$ cat src/wclc_pkg.sv
package wclc_pkg;

    // Fixed field widths.
    localparam int SAMPLE_W    = 32;
    localparam int MIN_LEVEL_W = 31;
    localparam int LEN_CFG_W   = 11;
    localparam int LEVEL_W     = 4;

    // Products of a non-negative 31-bit value and a factor of at most 19.
    localparam int PROD_W = 36;

    // Number of grading steps (levels 1 to 9).
    localparam int GRADE_STEPS = 9;

    // Shortest series that the position counter honors.
    localparam int MIN_SERIES_LEN = 5;

    // Register reset values.
    localparam logic [LEN_CFG_W-1:0]   SERIES_LENGTH_RESET = 11'd1024;
    localparam logic [MIN_LEVEL_W-1:0] MIN_LEVEL_RESET     = 31'd1678;

    // Configuration register indexes.
    typedef enum logic {
        CFG_SERIES_LENGTH = 1'b0,
        CFG_MIN_LEVEL     = 1'b1
    } cfg_index_t;

    // Number of result words that one sample produces once it has results.
    typedef enum logic {
        RES_ONE = 1'b0,
        RES_TWO = 1'b1
    } res_count_t;

endpackage

$ cat src/window_change_level_classifier.sv
// Window change level classifier.
//
// Samples (signed Q8.24) enter on the s_ channel, one word per sample. Each
// middle sample of a three-sample window is graded with a change level from
// 0 to 9, and the result leaves on the m_ channel with its position in the
// series. Sample k of a series yields the result for position k-1; the last
// sample of a series yields two words, the second one for its own position
// with m_tlast set. The first sample of a series yields nothing.
// The cfg channel writes series_length (index 0) and min_level (index 1); it
// is always ready and must only be used while no results are outstanding.
// Throughput: one sample per cycle while the queue has room; the grading is
// one stage of constant-ratio compares between the input register and a
// four-word result queue. The second word at the end of a series takes the
// slot that the silent first sample of the next series leaves free.
// When the receiver stalls, the queue fills and s_tready drops once fewer
// than two free words remain behind the word that waits in the input stage.
// Reset clears the registers to their defaults, the sample history to zero,
// the position counter to zero and empties both stages.
module window_change_level_classifier #(
    parameter int MAX_SERIES_LEN = 1024
) (
    input  logic                                   clk,
    input  logic                                   rst_n,
    // Sample input.
    input  logic                                   s_tvalid,
    output logic                                   s_tready,
    input  logic [wclc_pkg::SAMPLE_W-1:0]          s_tdata,   // [31:0] sample
    // Result output.
    output logic                                   m_tvalid,
    input  logic                                   m_tready,
    output logic [((wclc_pkg::LEVEL_W + $clog2(MAX_SERIES_LEN) + 7) / 8) * 8 - 1:0]
                                                   m_tdata,   // change_level, position, zero fill
    output logic                                   m_tlast,   // last_of_series
    // Configuration writes.
    input  logic                                   cfg_valid,
    output logic                                   cfg_ready,
    input  logic                                   cfg_index,
    input  logic [wclc_pkg::MIN_LEVEL_W-1:0]       cfg_data
);

    localparam int POS_W   = $clog2(MAX_SERIES_LEN);
    localparam int LEN_W   = $clog2(MAX_SERIES_LEN + 1);
    localparam int CMP_W   = (LEN_W > wclc_pkg::LEN_CFG_W) ? LEN_W : wclc_pkg::LEN_CFG_W;
    localparam int OUT_W   = ((wclc_pkg::LEVEL_W + POS_W + 7) / 8) * 8;
    localparam int FIFO_DEPTH = 4;
    localparam int PTR_W   = $clog2(FIFO_DEPTH);
    localparam int CNT_W   = $clog2(FIFO_DEPTH + 1);
    localparam int PAD_W   = OUT_W - wclc_pkg::LEVEL_W - POS_W;

    // Configuration registers.
    logic [wclc_pkg::LEN_CFG_W-1:0]   series_length_reg;
    logic [wclc_pkg::MIN_LEVEL_W-1:0] min_level_reg;

    // Sample history and position counter.
    logic [wclc_pkg::SAMPLE_W-1:0] older_reg, newer_reg;
    logic [POS_W-1:0]              pos_reg, pos_next;

    // Input stage: one accepted window waiting to be graded.
    logic                           s1_valid_reg, s1_valid_next;
    logic [wclc_pkg::SAMPLE_W-1:0]  s1_a_reg, s1_b_reg, s1_c_reg;
    logic [POS_W-1:0]               s1_pos_reg, s1_pos_next;
    logic                           s1_grade_reg, s1_grade_next;
    wclc_pkg::res_count_t           s1_count_reg, s1_count_next;
    logic                           s1_load;

    // Result queue.
    logic [wclc_pkg::LEVEL_W-1:0]   fifo_level_reg [FIFO_DEPTH];
    logic [POS_W-1:0]               fifo_pos_reg   [FIFO_DEPTH];
    logic                           fifo_last_reg  [FIFO_DEPTH];
    logic [PTR_W-1:0]               rd_ptr_reg, rd_ptr_next;
    logic [PTR_W-1:0]               wr_ptr_reg, wr_ptr_next, wr_ptr_plus1;
    logic [CNT_W-1:0]               cnt_reg, cnt_next;

    logic s_accept, m_accept, s1_push;
    logic [CMP_W-1:0] eff_len, last_pos, pos_ext;
    logic is_final;
    logic [wclc_pkg::LEVEL_W-1:0] grade_level;

    assign s_accept  = s_tvalid && s_tready;
    assign m_accept  = m_tvalid && m_tready;
    assign cfg_ready = 1'b1;

    // The queue must have room for two words before the input stage moves on.
    assign s1_push  = s1_valid_reg && (cnt_reg <= CNT_W'(FIFO_DEPTH - 2));
    assign s_tready = !s1_valid_reg || s1_push;

    // ------------------------------------------------------------------
    // Configuration.
    // ------------------------------------------------------------------
    always_ff @(posedge clk or negedge rst_n)
    begin
        if (!rst_n)
        begin
            series_length_reg <= wclc_pkg::SERIES_LENGTH_RESET;
            min_level_reg     <= wclc_pkg::MIN_LEVEL_RESET;
        end
        else if (cfg_valid && cfg_ready)
        begin
            unique case (wclc_pkg::cfg_index_t'(cfg_index))
                wclc_pkg::CFG_SERIES_LENGTH:
                    series_length_reg <= cfg_data[wclc_pkg::LEN_CFG_W-1:0];
                wclc_pkg::CFG_MIN_LEVEL:
                    min_level_reg <= cfg_data;
                default: ;
            endcase
        end
    end

    // ------------------------------------------------------------------
    // Position tracking at the input.
    // ------------------------------------------------------------------
    always_comb
    begin
        eff_len = CMP_W'(series_length_reg);
        if (eff_len < CMP_W'(wclc_pkg::MIN_SERIES_LEN))
            eff_len = CMP_W'(wclc_pkg::MIN_SERIES_LEN);
        if (eff_len > CMP_W'(MAX_SERIES_LEN))
            eff_len = CMP_W'(MAX_SERIES_LEN);
        last_pos = eff_len - CMP_W'(1);
        pos_ext  = CMP_W'(pos_reg);
        is_final = (pos_ext >= last_pos);
    end

    always_comb
    begin
        s1_load       = 1'b0;
        pos_next      = pos_reg;
        s1_pos_next   = pos_reg - POS_W'(1);
        s1_grade_next = 1'b0;
        s1_count_next = wclc_pkg::RES_ONE;
        priority if (is_final)
        begin
            // Final sample: two level-zero words, the second one closing the series.
            s1_load       = 1'b1;
            s1_count_next = wclc_pkg::RES_TWO;
            pos_next      = '0;
        end
        else if (pos_reg == '0)
        begin
            // First sample of a series only fills the window.
            pos_next = POS_W'(1);
        end
        else
        begin
            s1_load       = 1'b1;
            s1_grade_next = (pos_reg >= POS_W'(3));
            pos_next      = pos_reg + POS_W'(1);
        end
    end

    always_comb
    begin
        s1_valid_next = s1_valid_reg;
        if (s1_push)
            s1_valid_next = 1'b0;
        if (s_accept && s1_load)
            s1_valid_next = 1'b1;
    end

    always_ff @(posedge clk or negedge rst_n)
    begin
        if (!rst_n)
        begin
            pos_reg      <= '0;
            older_reg    <= '0;
            newer_reg    <= '0;
            s1_valid_reg <= 1'b0;
        end
        else
        begin
            s1_valid_reg <= s1_valid_next;
            if (s_accept)
            begin
                pos_reg   <= pos_next;
                older_reg <= newer_reg;
                newer_reg <= s_tdata;
            end
        end
    end

    always_ff @(posedge clk)
    begin
        if (s_accept && s1_load)
        begin
            s1_a_reg     <= older_reg;
            s1_b_reg     <= newer_reg;
            s1_c_reg     <= s_tdata;
            s1_pos_reg   <= s1_pos_next;
            s1_grade_reg <= s1_grade_next;
            s1_count_reg <= s1_count_next;
        end
    end

    // ------------------------------------------------------------------
    // Grading: nine constant-ratio tests on the window, then the count of
    // leading steps that pass. All three values are non-negative whenever
    // the gate opens, so the products are taken unsigned.
    // ------------------------------------------------------------------
    always_comb
    begin
        logic                          gate;
        logic [wclc_pkg::PROD_W-1:0]   a_x, b_x, c_x;
        logic [wclc_pkg::PROD_W-1:0]   a10, b10, c10, a5, b5, fa, fb;
        logic                          up, jump, down, drop, run;
        logic [wclc_pkg::GRADE_STEPS-1:0] step_ok;

        gate = s1_grade_reg && !s1_a_reg[wclc_pkg::SAMPLE_W-1]
            && !s1_c_reg[wclc_pkg::SAMPLE_W-1] && !s1_b_reg[wclc_pkg::SAMPLE_W-1]
            && (s1_b_reg[wclc_pkg::SAMPLE_W-2:0] >= min_level_reg);
        a_x = wclc_pkg::PROD_W'(s1_a_reg[wclc_pkg::SAMPLE_W-2:0]);
        b_x = wclc_pkg::PROD_W'(s1_b_reg[wclc_pkg::SAMPLE_W-2:0]);
        c_x = wclc_pkg::PROD_W'(s1_c_reg[wclc_pkg::SAMPLE_W-2:0]);
        a10 = a_x * wclc_pkg::PROD_W'(10);
        b10 = b_x * wclc_pkg::PROD_W'(10);
        c10 = c_x * wclc_pkg::PROD_W'(10);
        a5  = a_x * wclc_pkg::PROD_W'(5);
        b5  = b_x * wclc_pkg::PROD_W'(5);

        for (int s = 1; s <= wclc_pkg::GRADE_STEPS; s++)
        begin
            fa   = a_x * wclc_pkg::PROD_W'(10 + s);
            fb   = b_x * wclc_pkg::PROD_W'(10 + s);
            up   = (b10 > fa) && (c10 > fb);
            jump = b5 > a_x * wclc_pkg::PROD_W'(5 + s);
            drop = b_x * wclc_pkg::PROD_W'(5 + s) < a5;
            fa   = a_x * wclc_pkg::PROD_W'(10 - s);
            fb   = b_x * wclc_pkg::PROD_W'(10 - s);
            down = (b10 < fa) && (c10 < fb);
            step_ok[s-1] = up || jump || down || drop;
        end

        grade_level = '0;
        run = gate;
        for (int s = 1; s <= wclc_pkg::GRADE_STEPS; s++)
        begin
            run = run && step_ok[s-1];
            if (run)
                grade_level = wclc_pkg::LEVEL_W'(s);
        end
    end

    // ------------------------------------------------------------------
    // Result queue.
    // ------------------------------------------------------------------
    assign wr_ptr_plus1 = wr_ptr_reg + PTR_W'(1);

    always_comb
    begin
        rd_ptr_next = rd_ptr_reg;
        wr_ptr_next = wr_ptr_reg;
        cnt_next    = cnt_reg;
        if (m_accept)
        begin
            rd_ptr_next = rd_ptr_reg + PTR_W'(1);
            cnt_next    = cnt_next - CNT_W'(1);
        end
        if (s1_push)
        begin
            unique case (s1_count_reg)
                wclc_pkg::RES_ONE:
                begin
                    wr_ptr_next = wr_ptr_plus1;
                    cnt_next    = cnt_next + CNT_W'(1);
                end
                wclc_pkg::RES_TWO:
                begin
                    wr_ptr_next = wr_ptr_reg + PTR_W'(2);
                    cnt_next    = cnt_next + CNT_W'(2);
                end
                default: ;
            endcase
        end
    end

    always_ff @(posedge clk or negedge rst_n)
    begin
        if (!rst_n)
        begin
            rd_ptr_reg <= '0;
            wr_ptr_reg <= '0;
            cnt_reg    <= '0;
        end
        else
        begin
            rd_ptr_reg <= rd_ptr_next;
            wr_ptr_reg <= wr_ptr_next;
            cnt_reg    <= cnt_next;
        end
    end

    always_ff @(posedge clk)
    begin
        if (s1_push)
        begin
            fifo_pos_reg[wr_ptr_reg] <= s1_pos_reg;
            if (s1_count_reg == wclc_pkg::RES_TWO)
            begin
                fifo_level_reg[wr_ptr_reg]   <= '0;
                fifo_last_reg[wr_ptr_reg]    <= 1'b0;
                fifo_level_reg[wr_ptr_plus1] <= '0;
                fifo_pos_reg[wr_ptr_plus1]   <= s1_pos_reg + POS_W'(1);
                fifo_last_reg[wr_ptr_plus1]  <= 1'b1;
            end
            else
            begin
                fifo_level_reg[wr_ptr_reg] <= grade_level;
                fifo_last_reg[wr_ptr_reg]  <= 1'b0;
            end
        end
    end

    assign m_tvalid = (cnt_reg != '0);
    assign m_tdata  = {{PAD_W{1'b0}}, fifo_pos_reg[rd_ptr_reg], fifo_level_reg[rd_ptr_reg]};
    assign m_tlast  = fifo_last_reg[rd_ptr_reg];

`ifndef NO_ASSERTIONS
    // The queue never holds more words than it has entries.
    assert property (@(posedge clk) disable iff (!rst_n) cnt_reg <= CNT_W'(FIFO_DEPTH))
        else $error("result queue overfilled");

    // The word that closes a series always carries level zero.
    assert property (@(posedge clk) disable iff (!rst_n)
        m_tvalid && m_tlast |-> fifo_level_reg[rd_ptr_reg] == '0)
        else $error("closing word with nonzero level");

    // The first sample of a series leaves the input stage empty.
    assert property (@(posedge clk) disable iff (!rst_n)
        s_accept && pos_reg == '0 && !is_final |=> !s1_valid_reg)
        else $error("first sample of a series produced a result");

    // The position counter stays inside the longest series.
    assert property (@(posedge clk) disable iff (!rst_n)
        CMP_W'(pos_reg) < CMP_W'(MAX_SERIES_LEN))
        else $error("position counter out of range");
`endif

endmodule
$ cat config.mk
export PLATFORM = sky130hd
export DESIGN_NAME = window_change_level_classifier
export DESIGN_NICKNAME = d
export VERILOG_FILES = /design/src/wclc_pkg.sv /design/src/window_change_level_classifier.sv
export SDC_FILE = /design/constraint.sdc
export NUM_CORES = 2
export LEC_CHECK = 0
export BUFFER_PORTS_ARGS = -buffer_cell sky130_fd_sc_hd__clkbuf_2
export CAP_MARGIN = 20
export CORE_MARGIN = 1
export CORE_UTILIZATION = 65
export DETAILED_ROUTE_END_ITERATION = 8
export PLACE_DENSITY = 0.82
export SYNTH_ARGS = -nofsm -noshare
export SYNTH_HDL_FRONTEND = slang
export SYNTH_SLANG_ARGS = --single-unit
$ cat constraint.sdc
create_clock -name clk -period 10.9 [get_ports clk]
set_input_delay 2.18 -clock clk [delete_from_list [all_inputs] [get_ports clk]]
set_output_delay 2.18 -clock clk [all_outputs]
set_load 0.02 [all_outputs]
After elaboration in Yosys (flattened, before gate mapping):

Memory sizes are Yosys's and may differ from the RTL's.
Index checks and enable logic that the tools add are counted.

* bits in registers: 232
* RAM bits: 60
* bits of input ports: 69
* output and inout port bits: 20
* memories: 3

* add/subtract/negate cells: 10
* $mul: 29
* $lt $le $gt $ge: 59
* mux-type cells: 32
* bitwise gates (word level): 4
* reduce and logical (&&, ||, !) cells: 73

Memories
* fifo_pos_reg: words 4, width 10, read ports 1, clocked after Yosys merged registers in 0, write ports 2, RTL line window_change_level_classifier.sv:68 `logic [POS_W-1:0] fifo_pos_reg [FIFO_DEPTH];`
* fifo_level_reg: words 4, width 4, read ports 1, clocked after Yosys merged registers in 0, write ports 2, RTL line window_change_level_classifier.sv:67 `logic [wclc_pkg::LEVEL_W-1:0] fifo_level_reg [FIFO_DEPTH];`
* fifo_last_reg: words 4, width 1, read ports 1, clocked after Yosys merged registers in 0, write ports 2, RTL line window_change_level_classifier.sv:69 `logic fifo_last_reg [FIFO_DEPTH];`

Operators by type and width (count)
* less-than comparator 35 x 34 -> 1 bit: 13
* > comparator 35 bit: 12
* multiplier 31 x 4 -> 35 bit (second input constant): 10
* multiplier 31 x 3 -> 34 bit (second input constant): 9
* > comparator 35 x 36 -> 1 bit: 6
* > comparator 34 x 35 -> 1 bit: 6
* multiplier 31 x 2 -> 33 bit (second input constant): 6
* multiplier 31 x 5 -> 36 bit (second input constant): 4
* less-than comparator 35 x 33 -> 1 bit: 4
* > comparator 34 bit: 3
* less-than comparator 34 bit: 3
* less-than comparator 35 x 31 -> 1 bit: 2
* less-than comparator 35 x 32 -> 1 bit: 2
* less-than comparator 35 bit: 2
* two-way mux 4 bit: 9
* logical AND 1 bit: 35
* greater-or-equal comparator 31 bit: 1
* logical OR 1 bit: 28
* two-way mux 11 bit: 2
* adder 10 x 1 -> 10 bit (second input constant): 2
* two-way mux 10 bit: 2
* two-way mux 1 bit: 15
* greater-or-equal comparator 10 x 11 -> 1 bit: 1
* > comparator 11 bit (second input constant): 1
* 21 further kinds: 29

Logic depth before layout (Yosys ltp):

* depth in word-level cells: 17
* mapped depth: 34
* gate-level depth less buffers: 34

Worst setup path after synthesis:

OpenSTA, ideal clock, no wires.

* path kind: reg2reg
* start: reg series_length_reg[5] (netlist bit)
* end: reg s1_a_reg[0] (netlist bit) (enable)
* setup time: 0.576 ns
* arrival time: 7.885 ns
* data required time: 10.324 ns
* setup slack: 2.440 ns
* stages on the path, launching flop included: 20
* path buffers: 0
* period minus slack after synthesis: 8.460 ns
* cells stage by stage: dfrtp_1 or3_1 or3_1 or3_1 a21oi_1 o21bai_1 ha_1 xor2_1 ha_1 a21o_1 a21o_1 a21o_1 a21o_1 a21o_1 a21o_1 a21o_1 a21oi_1 nor2_1 nor2_1 nor2_1

* longest elaborated chain between the ends: 8

Ends and longest elaborated chain
* start, declared: RTL line window_change_level_classifier.sv:51 `logic [wclc_pkg::LEN_CFG_W-1:0] series_length_reg;`
* start signal, assigned: RTL line window_change_level_classifier.sv:94 `series_length_reg <= wclc_pkg::SERIES_LENGTH_RESET;`
* start signal, assigned: RTL line window_change_level_classifier.sv:101 `series_length_reg <= cfg_data[wclc_pkg::LEN_CFG_W-1:0];`
* less-than comparator 11 x 3 -> 1 bit: RTL line window_change_level_classifier.sv:115 `if (eff_len < CMP_W'(wclc_pkg::MIN_SERIES_LEN))`
* two-way mux 11 bit (*): RTL line window_change_level_classifier.sv:115
* > comparator 11 bit: RTL line window_change_level_classifier.sv:117 `if (eff_len > CMP_W'(MAX_SERIES_LEN))`
* two-way mux 11 bit (*): RTL line window_change_level_classifier.sv:117
* subtractor 11 x 1 -> 11 bit (*): RTL line window_change_level_classifier.sv:119 `last_pos = eff_len - CMP_W'(1);`
* greater-or-equal comparator 10 x 11 -> 1 bit (*): RTL line window_change_level_classifier.sv:121 `is_final = (pos_ext >= last_pos);`
* via is_final: RTL line window_change_level_classifier.sv:76 `logic is_final;`
* two-way mux 1 bit (*): RTL line window_change_level_classifier.sv:131 `priority if (is_final)`
* logical AND 1 bit (*): RTL line window_change_level_classifier.sv:183 `if (s_accept && s1_load)`
* end signal, assigned: RTL line window_change_level_classifier.sv:185 `s1_a_reg <= older_reg;`
* end, declared: RTL line window_change_level_classifier.sv:60 `logic [wclc_pkg::SAMPLE_W-1:0] s1_a_reg, s1_b_reg, s1_c_reg;`

Mark *: on every way through the listed nets, which the timed path passes. The rest lies on a longest branch.
A chain may end at the register's enable or synchronous reset.

==> out/summary.txt <==
placeable core region - 126000 um2
outcome - finished clean
global routing met2 resource utilization - 75.7%
maximum number of pins on one net before global-route repair - 91
net count of the finished layout - 12553
worst hold path depth - 0
worst r2r path cells - 32
Site Rows - 130
CP required - 11.39 ns
Setup Viol. Count Final - 0
clock period minus worst slack - 9.85 ns
post-synthesis sequential area ratio - 9.56%
maximum buffer depth of the clock tree - 3
class of the tightest hold or removal check - reg2reg
dominant cell type by area after synthesis - ha_1
I/O Buffers - 85
Post-synth top flop - edfxtp_1
reported max-cap violation count - 0
Post-Synthesis Cell Area - 83300 um2
final standard cell count with taps included and fillers excluded - 11465
TritonCTS buffer count - 35
top cells by area, synth - ha_1 (35%), fa_1 (8.6%), a21o_1 (5.9%), edfxtp_1 (5.3%), inv_1 (4.8%)
transition time at the pin with the least slew margin - 1.27 ns
final weighted congestion in routability-driven placement - 1.07
total overflow reported by the global router - 0
Yosys warning total - 0
relative max-transition margin - 14.7%
period utilization - 90.4%
Worst path most repeated cell - buf_4
via density per instance - 6.83
final max-slew violation count - 0
iteration count of the initial detailed-routing pass - 6
unrepaired setup endpoints after global routing - false
number of flip-flops in the largest register - 40
wire length of the first global-routing pass - 470000 um
DRC errors left - 0
effective utilization at floorplan - 65.9%
number of placed instances with taps included - 11382
worst setup path class - reg2reg
Fin Clk Skew - 0.0399 ns
antenna violations before repair - 13
pre-CTS setup slack - 1.45 ns
count of hold buffers inserted by post-cts repair - 0
root buffer cell - clkbuf_16
GR peak layer - met2
setup slack on the worst flop-to-flop path - 1.05 ns
met3 usage - 11.8%
number of storage elements in the synthesis netlist - 292
share of cells above drive strength 1 - 6.45%
CTS tree - done
Gate Count Post-Synth - 9503
Clock Pin Slew Worst Setup and Hold Paths - 0.06 ns
Achievable Freq - 101 MHz
synth-to-layout area growth - 6.65%
Yosys cell types - 105
clock sink count - 292
floorplan die area - 130000 um2
Worst-Skew Late Latency - 0.63 ns
setup TNS after final layout - 0 ns
launch point of the worst hold path - older_reg[31]
Post-Route WL - 315000 um
post-cts repair resize count - 0
destination of the worst hold path - s1_a_reg[31]
critical-path maximum fanout - 13
share of Yosys cell area claimed by the top area cell type - 35.3%
Arr. time, crit path - 10.34 ns
EDFF count, synth - 148
detailed router's first-iteration violation count - 6346
Global Route Usage Sum - 47.8%
Chip Width - 360 um
Finished Core Util - 70.3%
vertical die dimension - 360 um
level count of the clock H-tree - 2
startpoint type of the worst setup path - flip-flop
highest-delay cell along the critical path - a2111oi_0
CP max stage delay - 1.00 ns
Setup Buffers After CTS - 0
count of endpoints failing hold in the final timing report - 0
met1 routing resource usage after global routing - 52.0%
post-detailed-placement half-perimeter wirelength - 256000 um
number of primary I/O pins - 89
syn avg cell area - 8.76 um2
share of synthesized flip-flops with an asynchronous set or reset - 42.5%
Via Count - 78330
nature of the critical path endpoint - flip-flop
destination of the worst register-to-register timing path - fifo_level_reg[3][1]
vias in the first global route - 79716
residual antenna-violating net count after detailed routing - 0
Reg-to-Reg Start - s1_b_reg[1]
WL per Instance - 27.5 um
worst setup slack after layout - 1.05 ns
==> synthesized netlist by cell type, types with 26 or more instances <==
library cell	instances
a2111oi_0	36
a211o_1	33
a211oi_1	100
a21o_1	658
a21oi_1	747
a31oi_1	85
and2_1	36
and3_1	66
and4_1	36
clkbuf_1	37
dfrtp_1	117
edfxtp_1	148
fa_1	357
ha_1	2350
inv_1	1058
mux2_2	104
nand2_1	385
nand2b_1	145
nand3_1	164
nand4_1	272
nor2_1	402
nor2b_1	171
nor3_1	128
nor4_1	44
o2111ai_1	26
o211ai_1	59
o21a_1	149
o21ai_0	441
o21ai_1	32
o21bai_1	78
o31ai_1	43
or2_2	41
or3_1	40
xnor2_1	329
xor2_1	232
==> critical path, delay by kind of cell (launching register included) <==
family | cells | cell delay [ns]
flops | 1 | 0.83
simple gates | 8 | 2.32
buf+inv | 5 | 0.84
fa+ha+maj | 4 | 1.78
compound gates | 15 | 3.94
==> layer usage <==
metal | wire length, um | share of wire, %
met1 | 110000 | 35
met2 | 136000 | 43
met3 | 31100 | 9.9
met4 | 37200 | 12
met5 | 212 | 0.067
==> kinds of logic after synthesis <==
kind of cell / synth area share, %
AND/OR/NAND/NOR: 12.3
other: 0.00902
XOR/XNOR: 5.90
flip-flops: 9.56
adder cells (fa/ha/maj): 43.9
buffers and inverters: 5.03
AO/OA/AOI/OAI: 21.4
multiplexers: 1.86
==> area by class of cell <==
type / instances / area (um2)
multi-input combinational: 8099 / 71700
fill: 10142 / 37600
sequential: 292 / 7960
inverter: 1060 / 3980
tap: 1650 / 2060
timing repair buffer: 289 / 1970
clock buffer: 44 / 946
clock inverter: 20 / 188
antenna: 11 / 27.5
==> stage by stage <==
step                cell area, um2  hold WS, ns
finish                       88800        0.444
floorplan                    83300        0.418
CTS                          88700        0.446
global placement             87500        0.426
detailed placement           87600        0.430
global route                 88800        0.461
==> worst max-delay path by stage <==
stage                          from                   end  slack, ns
2_1_floorplan  series_length_reg[5]           s1_a_reg[0]       2.44
4_1_cts                 s1_b_reg[1]  fifo_level_reg[3][1]       1.43
5_1_grt                 s1_b_reg[1]  fifo_level_reg[3][1]       0.71
3_5_place_dp            s1_b_reg[1]  fifo_level_reg[3][1]       1.45
6_report                s1_b_reg[1]  fifo_level_reg[3][1]       1.05
3_3_place_gp            s1_b_reg[1]  fifo_level_reg[0][1]       0.90
==> cells in the final DEF (no fill, tap or decap), drive strengths merged, types with 145 or more instances in the layout <==
cell type  count
a21o         658
a21oi        748
buf          201
edfxtp       148
fa           357
ha          2350
inv         1067
nand2        385
nand2b       145
nand3        164
nand4        272
nor2         402
nor2b        171
o21a         149
o21ai        474
xnor2        329
xor2         232
Power is not shown: default switching activity piles up to over one toggle a cycle in this logic, so the estimate is an artifact.
